## src/hdl/nfc_pkg.sv

```systemverilog
// ----------------------------------------------------------------------------
// nfc_pkg
// Format codes, exponent window constants and exponent test helpers shared
// by the numeric format classifier.
// ----------------------------------------------------------------------------
package nfc_pkg;

   // Dense format codes
   localparam logic [3:0] FMT_UNKNOWN = 4'd0;
   localparam logic [3:0] FMT_LE2     = 4'd1;
   localparam logic [3:0] FMT_LE4     = 4'd2;
   localparam logic [3:0] FMT_HE2     = 4'd3;
   localparam logic [3:0] FMT_HE4     = 4'd4;
   localparam logic [3:0] FMT_LF4     = 4'd5;
   localparam logic [3:0] FMT_HF4     = 4'd6;
   localparam logic [3:0] FMT_VAXF    = 4'd7;
   localparam logic [3:0] FMT_LF8     = 4'd8;
   localparam logic [3:0] FMT_HF8     = 4'd9;
   localparam logic [3:0] FMT_VAXG    = 4'd10;

   // Plausible exponent window: bias - 3 < e < bias + 20
   localparam int EXP4_BIAS  = 127;
   localparam int EXP8_BIAS  = 1023;
   localparam int EXP_LO_OFS = 3;
   localparam int EXP_HI_OFS = 20;

   localparam logic [7:0]  EXP4_LO = 8'(EXP4_BIAS - EXP_LO_OFS);
   localparam logic [7:0]  EXP4_HI = 8'(EXP4_BIAS + EXP_HI_OFS);
   localparam logic [10:0] EXP8_LO = 11'(EXP8_BIAS - EXP_LO_OFS);
   localparam logic [10:0] EXP8_HI = 11'(EXP8_BIAS + EXP_HI_OFS);

   // 4-byte float: exponent in bits 14:7 of the sign/exponent half
   function automatic logic plaus4(input logic [15:0] half);
      logic [7:0] e;
      e = half[14:7];
      return (e > EXP4_LO) && (e < EXP4_HI);
   endfunction

   // 8-byte float: exponent in bits 14:4 of the sign/exponent half
   function automatic logic plaus8(input logic [15:0] half);
      logic [10:0] e;
      e = half[14:4];
      return (e > EXP8_LO) && (e < EXP8_HI);
   endfunction

endpackage

```

## src/hdl/numeric_format_classifier.sv

```systemverilog
// Path: a request marked last_item reaches rsp_ as a format code after passing the
// input register, the accumulate/snapshot register and the result register, in that order.
// Throughput: one doubleword per cycle; a stalled result holds back the next last_item in the
// input register and every request behind it, while ordinary doublewords keep flowing in.
// Reset: synchronous, active high; clears the running sums, counters and valid flags.
// ----------------------------------------------------------------------------
// numeric_format_classifier
// Streams a buffer as 8-byte doublewords, accumulates byte-lane sums and
// plausible-exponent counters, and on the last doubleword emits a guess of
// the buffer's numeric encoding as a dense format code.
// ----------------------------------------------------------------------------
module numeric_format_classifier #(
   parameter int MAX_DOUBLEWORDS = 2048
) (
   input  logic        clock,
   input  logic        reset,
   // request channel
   input  logic        req_valid,
   output logic        req_stall,
   input  logic [31:0] req_first_word,
   input  logic [31:0] req_second_word,
   input  logic        req_last_item,
   // result channel
   output logic        rsp_valid,
   input  logic        rsp_stall,
   output logic [3:0]  rsp_format_code
);

   // Widths follow from the doubleword limit:
   //   count  holds 0..MAX
   //   lane   sums two bytes per doubleword
   //   single counters see two 4-byte words per doubleword
   localparam int CNT_W  = $clog2(MAX_DOUBLEWORDS + 1);
   localparam int SUM_W  = $clog2(510 * MAX_DOUBLEWORDS + 1);
   localparam int SGL_W  = $clog2(2 * MAX_DOUBLEWORDS + 1);
   localparam int WIDE_W = SUM_W + 12;   // room for a lane sum shifted by 12
   localparam int LIM_W  = CNT_W + 2;    // room for 3 * (count >> 1)

   // ------------------------------------------------------------------
   // Stage 1: input register
   // ------------------------------------------------------------------
   logic        s1_valid_ff, s1_valid_in;
   logic [31:0] s1_w0_ff, s1_w1_ff;
   logic        s1_last_ff;

   // Stage 2: accumulators and snapshot of a finished buffer
   logic [SUM_W-1:0] lane_ff [4];
   logic [SUM_W-1:0] lane_in [4];
   logic [SGL_W-1:0] sgl_ff  [3];
   logic [SGL_W-1:0] sgl_in  [3];
   logic [CNT_W-1:0] dbl_ff  [3];
   logic [CNT_W-1:0] dbl_in  [3];
   logic [CNT_W-1:0] cnt_ff, cnt_in;

   logic             snap_valid_ff, snap_valid_in;
   logic [SUM_W-1:0] snap_lane_ff [4];
   logic [SGL_W-1:0] snap_sgl_ff  [3];
   logic [CNT_W-1:0] snap_dbl_ff  [3];
   logic [CNT_W-1:0] snap_cnt_ff;

   // Stage 3: result register
   logic       out_valid_ff, out_valid_in;
   logic [3:0] out_code_ff, out_code_in;

   // ------------------------------------------------------------------
   // Flow control: each stage advances when the slot below it frees up
   // ------------------------------------------------------------------
   logic out_load;   // result register may take a new code
   logic snap_free;  // snapshot slot free or emptying this cycle
   logic s1_go;      // stage 1 request gets processed this cycle
   logic s1_load;    // stage 1 may take a new request

   assign out_load  = !out_valid_ff || !rsp_stall;
   assign snap_free = !snap_valid_ff || out_load;
   assign s1_go     = s1_valid_ff && (!s1_last_ff || snap_free);
   assign s1_load   = !s1_valid_ff || s1_go;

   assign req_stall       = !s1_load;
   assign rsp_valid       = out_valid_ff;
   assign rsp_format_code = out_code_ff;

   // ------------------------------------------------------------------
   // Per-doubleword contributions
   // ------------------------------------------------------------------
   logic       counting;
   logic [8:0] byte_sum [4];
   logic [1:0] sgl_inc  [3];
   logic       dbl_hit  [3];

   always_comb begin
      counting = (cnt_ff < CNT_W'(MAX_DOUBLEWORDS));
      for (int k = 0; k < 4; k++) begin
         byte_sum[k] = {1'b0, s1_w0_ff[8*k +: 8]} + {1'b0, s1_w1_ff[8*k +: 8]};
      end
      // little-endian IEEE: sign/exponent half in bytes 3,2
      sgl_inc[0] = {1'b0, nfc_pkg::plaus4(s1_w0_ff[31:16])}
                 + {1'b0, nfc_pkg::plaus4(s1_w1_ff[31:16])};
      // big-endian IEEE: sign/exponent half in bytes 0,1
      sgl_inc[1] = {1'b0, nfc_pkg::plaus4({s1_w0_ff[7:0], s1_w0_ff[15:8]})}
                 + {1'b0, nfc_pkg::plaus4({s1_w1_ff[7:0], s1_w1_ff[15:8]})};
      // VAX: sign/exponent half in bytes 1,0
      sgl_inc[2] = {1'b0, nfc_pkg::plaus4(s1_w0_ff[15:0])}
                 + {1'b0, nfc_pkg::plaus4(s1_w1_ff[15:0])};
      // 8-byte: little-endian tests the upper word, the others the lower one
      dbl_hit[0] = nfc_pkg::plaus8(s1_w1_ff[31:16]);
      dbl_hit[1] = nfc_pkg::plaus8({s1_w0_ff[7:0], s1_w0_ff[15:8]});
      dbl_hit[2] = nfc_pkg::plaus8(s1_w0_ff[15:0]);
   end

   // Updated accumulator values, including the current doubleword
   always_comb begin
      for (int k = 0; k < 4; k++) begin
         lane_in[k] = counting ? lane_ff[k] + SUM_W'(byte_sum[k]) : lane_ff[k];
      end
      for (int k = 0; k < 3; k++) begin
         sgl_in[k] = counting ? sgl_ff[k] + SGL_W'(sgl_inc[k]) : sgl_ff[k];
         dbl_in[k] = counting ? dbl_ff[k] + CNT_W'(dbl_hit[k]) : dbl_ff[k];
      end
      cnt_in = counting ? cnt_ff + CNT_W'(1) : cnt_ff;
   end

   // ------------------------------------------------------------------
   // Decision tree on the snapshot
   // ------------------------------------------------------------------
   logic [WIDE_W-1:0] n1, n2, n3, n4;
   logic [LIM_W-1:0]  lim4, lim8;
   logic [5:0]        hit;
   logic [3:0]        int_code, flt_code;

   always_comb begin
      n1 = WIDE_W'(snap_lane_ff[0]);
      n2 = WIDE_W'(snap_lane_ff[1]);
      n3 = WIDE_W'(snap_lane_ff[2]);
      n4 = WIDE_W'(snap_lane_ff[3]);

      // integer endian tests: dominant high or low bytes
      int_code = nfc_pkg::FMT_UNKNOWN;
      if (n1 > (n4 << 3)) begin
         if (n3 > (n2 << 3)) begin
            int_code = nfc_pkg::FMT_LE2;
         end else if ((n1 > (n4 << 12)) && (n2 >= (n3 << 2))) begin
            int_code = nfc_pkg::FMT_LE4;
         end
      end else if (n4 > (n1 << 3)) begin
         if (n2 > (n3 << 3)) begin
            int_code = nfc_pkg::FMT_HE2;
         end else if ((n4 > (n1 << 12)) && (n3 >= (n2 << 2))) begin
            int_code = nfc_pkg::FMT_HE4;
         end
      end

      // float limits scale with the number of counted doublewords
      lim4 = LIM_W'(snap_cnt_ff >> 1) + (LIM_W'(snap_cnt_ff >> 1) << 1);
      lim8 = lim4 >> 1;
      for (int k = 0; k < 3; k++) begin
         hit[k]     = LIM_W'(snap_sgl_ff[k]) > lim4;
         hit[k + 3] = LIM_W'(snap_dbl_ff[k]) > lim8;
      end

      // exactly one float counter over its limit, else unknown
      flt_code = nfc_pkg::FMT_UNKNOWN;
      if ((hit != 6'd0) && ((hit & (hit - 6'd1)) == 6'd0)) begin
         if (hit[0])      flt_code = nfc_pkg::FMT_LF4;
         else if (hit[1]) flt_code = nfc_pkg::FMT_HF4;
         else if (hit[2]) flt_code = nfc_pkg::FMT_VAXF;
         else if (hit[3]) flt_code = nfc_pkg::FMT_LF8;
         else if (hit[4]) flt_code = nfc_pkg::FMT_HF8;
         else             flt_code = nfc_pkg::FMT_VAXG;
      end

      out_code_in = (int_code != nfc_pkg::FMT_UNKNOWN) ? int_code : flt_code;
   end

   // ------------------------------------------------------------------
   // Valid flags
   // ------------------------------------------------------------------
   always_comb begin
      s1_valid_in = s1_load ? req_valid : s1_valid_ff;

      snap_valid_in = snap_valid_ff;
      if (out_load) snap_valid_in = 1'b0;
      if (s1_go && s1_last_ff) snap_valid_in = 1'b1;

      out_valid_in = out_load ? snap_valid_ff : out_valid_ff;
   end

   // ------------------------------------------------------------------
   // Registers
   // ------------------------------------------------------------------
   always_ff @(posedge clock) begin
      if (reset) begin
         s1_valid_ff   <= 1'b0;
         snap_valid_ff <= 1'b0;
         out_valid_ff  <= 1'b0;
         cnt_ff        <= '0;
         for (int k = 0; k < 4; k++) lane_ff[k] <= '0;
         for (int k = 0; k < 3; k++) begin
            sgl_ff[k] <= '0;
            dbl_ff[k] <= '0;
         end
      end else begin
         s1_valid_ff   <= s1_valid_in;
         snap_valid_ff <= snap_valid_in;
         out_valid_ff  <= out_valid_in;
         if (s1_go) begin
            // last doubleword: hand the totals to the snapshot, start fresh
            if (s1_last_ff) begin
               cnt_ff <= '0;
               for (int k = 0; k < 4; k++) lane_ff[k] <= '0;
               for (int k = 0; k < 3; k++) begin
                  sgl_ff[k] <= '0;
                  dbl_ff[k] <= '0;
               end
            end else begin
               cnt_ff  <= cnt_in;
               lane_ff <= lane_in;
               sgl_ff  <= sgl_in;
               dbl_ff  <= dbl_in;
            end
         end
      end
   end

   // Payload registers: no reset needed
   always_ff @(posedge clock) begin
      if (s1_load) begin
         s1_w0_ff   <= req_first_word;
         s1_w1_ff   <= req_second_word;
         s1_last_ff <= req_last_item;
      end
      if (s1_go && s1_last_ff) begin
         snap_cnt_ff  <= cnt_in;
         snap_lane_ff <= lane_in;
         snap_sgl_ff  <= sgl_in;
         snap_dbl_ff  <= dbl_in;
      end
      if (out_load) begin
         out_code_ff <= out_code_in;
      end
   end

endmodule

```

## config.mk

```make
export PLATFORM = sky130hd
export DESIGN_NAME = numeric_format_classifier
export DESIGN_NICKNAME = d
export VERILOG_FILES = /design/src/hdl/nfc_pkg.sv /design/src/hdl/numeric_format_classifier.sv
export SDC_FILE = /design/constraint.sdc
export NUM_CORES = 1
export LEC_CHECK = 0
export ABC_AREA = 1
export BUFFER_PORTS_ARGS = -buffer_cell sky130_fd_sc_hd__buf_2
export CORE_ASPECT_RATIO = 0.6
export CORE_MARGIN = 5
export CORE_UTILIZATION = 60
export DETAILED_ROUTE_END_ITERATION = 7
export GPL_TIMING_DRIVEN = 0
export MAX_ROUTING_LAYER = met4
export PLACE_DENSITY = 0.77
export SKIP_CTS_REPAIR_TIMING = 1
export SLEW_MARGIN = 10
export SYNTH_ARGS = -nofsm -noshare
export SYNTH_HDL_FRONTEND = slang
export SYNTH_SLANG_ARGS = --single-unit
```

## constraint.sdc

```tcl
create_clock -name clock -period 6.79 [get_ports clock]
set_input_delay 2.037 -clock clock [delete_from_list [all_inputs] [get_ports clock]]
set_output_delay 2.037 -clock clock [all_outputs]
set_load 0.03 [all_outputs]
```

==> impl_metrics.toml <==
[placement]
dp.final_hpwl_um = 56200
pre_cts_ws_ns = 1.41
numPortBuffers = 73
gp_congestion = 1.02

[setup_path]
worstSetupPathType = "input port to output pin"
setup.worst_path.end_class = "output pin"
slowest_stage = "nor2_1"
path_cells = "buf_2 -> nand2_1 -> nor2_1 -> nand2_1 -> nor2_1 -> buf_2"
critPathMaxFanout = 6
cp_slowest_stage_delay_ns = 0.41
arrival_ns = 3.37
start_kind = "input port"
required_ns = 4.75

[power_and_ir_drop]
combinationalPowerShare_pct = 13.2
peakVddDrop_uv = 231
p_leak_nw = 11.3
switching_power_mw = 1.59
power_mw = 5.81
pwr-share-clk_pct = 39.2
p_int_mw = 4.22
swShare_pct = 27.4
pwr-share-seq_pct = 47.6
power_density_nw_per_um2 = 222

[flow_run]
maxCapViolations = 0

[logic_synthesis]
yosys-top-cells-area = "edfxtp_1 (30%), dfxtp_1 (14%), ha_1 (12%)"
syn_nets = 3087
synthArstFlopShare_pct = 0
syn_area_per_cell_sq_um = 8.69
synth-edff-count = 235
yosys.area.top_type = "edfxtp_1"
synthCells = 2741
synth_seq_cells = 405
yosys_warnings = 0
synth.cell_area_sq_um = 23800
synth_top_area_share_pct = 29.6
synth.distinct_cells = 58
synthFlopType = "edfxtp_1"
seq_area_frac_synth_pct = 43.9

[route]
routed_wl_um = 71900
drt_first_iter_violations = 2722
wl_per_cell_um = 21.1
drc = 0
vias_per_cell = 5.90
antenna_left = 0
vias = 20100
drtPass1Iterations = 8

[sta]
tightest_slew_ns = 1.32
period_needed_ns = 5.41
maxSlewHeadroom_pct = 11.6
fmax_mhz = 185
timing.final.ws_setup_ns = 1.38
hold_viol = 0
maxSlewViolCount = 0
fin_skew_ns = 0.0197
setup_viol = 0
rsz0062_at_grt = "no"
timing.final.crit_share_pct = 79.6
holdWs_ns = 0.477

[hold_path]
worstHoldPathType = "flop to flop"

[clock_tree]
clock_path_buffers = 3
h-tree-depth = 2
clkTransAtPathRegs_ns = 0.07
clock_sinks = 405
root_buffer = "clkbuf_16"
cts_tree = "built"
cts_made_buffers = 40
insertion_delay_ns = 0.55

[cells_and_area]
final_cell_mix = "nand2_1 (736), inv_1 (300), a21oi_1 (272), ha_1 (237), edfxtp_1 (235)"
area_growth_pct = 9.97
final_util_pct = 67.0
n_fill_cell = 3122
layout.nets = 3204
diodes = 0
final_common_cell = "nand2_1"
drive_gt1_share_pct = 5.99

[run_status]
status = "finished clean"

[grt]
overflow = 0
grt_max_degree = 102
grt.total_usage_pct = 33.4
grt_antenna_before_repair = 0
grt_pass1_wl_um = 108000
grt_pass1_vias = 18500

[floorplanning]
die_h_um = 164
die_area_sq_um = 43900
start_util_pct = 60.9
row_count = 56
die_x_um = 267
core_sq_um = 39100
io_pins = 75
-- stage by stage --
step | cells | setup TNS [ns] | cell area, sq um
2_1_floorplan | 2741 | 0 | 23800
3_3_place_gp | 3336 | -219.75 | 24800
3_5_place_dp | 3338 | 0 | 24900
4_1_cts | 3410 | 0 | 26200
5_1_grt | 3410 | 0 | 26200
6_report | 3410 | 0 | 26200
-- critical path, delay by kind of cell --
| family | cells | cell delay, ns |
|---|---|---|
| and+or+nand+nor | 4 | 0.96 |
| buffers and inverters | 2 | 0.37 |
-- power by group through the flow --
stage,Clock (mW),Sequential [mW],Combinational [mW]
4_1_cts,2.28,2.76,0.744
6_report,2.28,2.77,0.764
5_1_grt,2.39,2.77,0.856
3_3_place_gp,0,2.82,0.704
2_1_floorplan,0,2.78,0.506
3_5_place_dp,0,2.81,0.736
-- state kept, by name, summed over array words and instances, names as in the netlist, 4 cells and up --
signal           count
rsp_format_code      4
n3                  20
sgl_ff              39
s1_w0_ff            32
cnt_ff              12
n2                  20
snap_cnt_ff         11
s1_w1_ff            32
n4                  20
snap_sgl_ff         39
lane_ff             80
snap_dbl_ff         36
dbl_ff              36
n1                  20
-- Yosys cell counts (all sizes together) (40+ instances only) --
cell type / n
nor3: 45
o21ai: 79
nand3: 111
fa: 40
inv: 303
nand2: 744
a21oi: 274
ha: 237
nor2: 161
xor2: 80
clkbuf: 50
edfxtp: 235
dfxtp: 170
nand4: 56
-- path summary, 6_finish.rpt --
check | to | from | slack [ns] | cells after the start
hold / removal | dbl_ff[3] | dbl_ff[3] | 0.48 | 2
hold reg to reg | dbl_ff[3] | dbl_ff[3] | 0.48 | 2
setup / recovery | req_stall | rsp_stall | 1.38 | 6
setup reg to reg | rsp_format_code[2] | snap_cnt_ff[1] | 1.96 | 15
-- per-layer routing --
layer  vias to the layer above  track usage (%)  part of all wire, %
met5                         -                -                    0
met4                         0             6.51                  2.0
met2                      1072             43.0                   38
met1                      9468             52.0                   46
li1                       9460                -                    -
met3                       122             9.67                   14
-- cell type report --
cell class,count,area (sq um),area share (%)
Buffer,71,269,1.03
Sequential cell,405,10500,39.9
Clock inverter,12,139,0.530
Clock buffer,60,1170,4.46
Tap cell,522,653,2.49
Multi-Input combinational cell,1962,12000,45.6
Inverter,303,1150,4.38
Timing Repair Buffer,75,398,1.52
-- cells by family (layout without fill, tap and decap cells) --
kind of cell | Yosys count | in the layout | share of synthesized area [%]
AOI/OAI and AO/OA | 408 | 408 | 9.32
xor gates and xnor gates | 115 | 115 | 4.23
adders and majority gates | 277 | 277 | 15.8
buffers and inverters | 374 | 521 | 5.91
DFF | 405 | 405 | 43.9
and+or+nand+nor | 1162 | 1162 | 20.8
(Power assumes the default switching activity.)
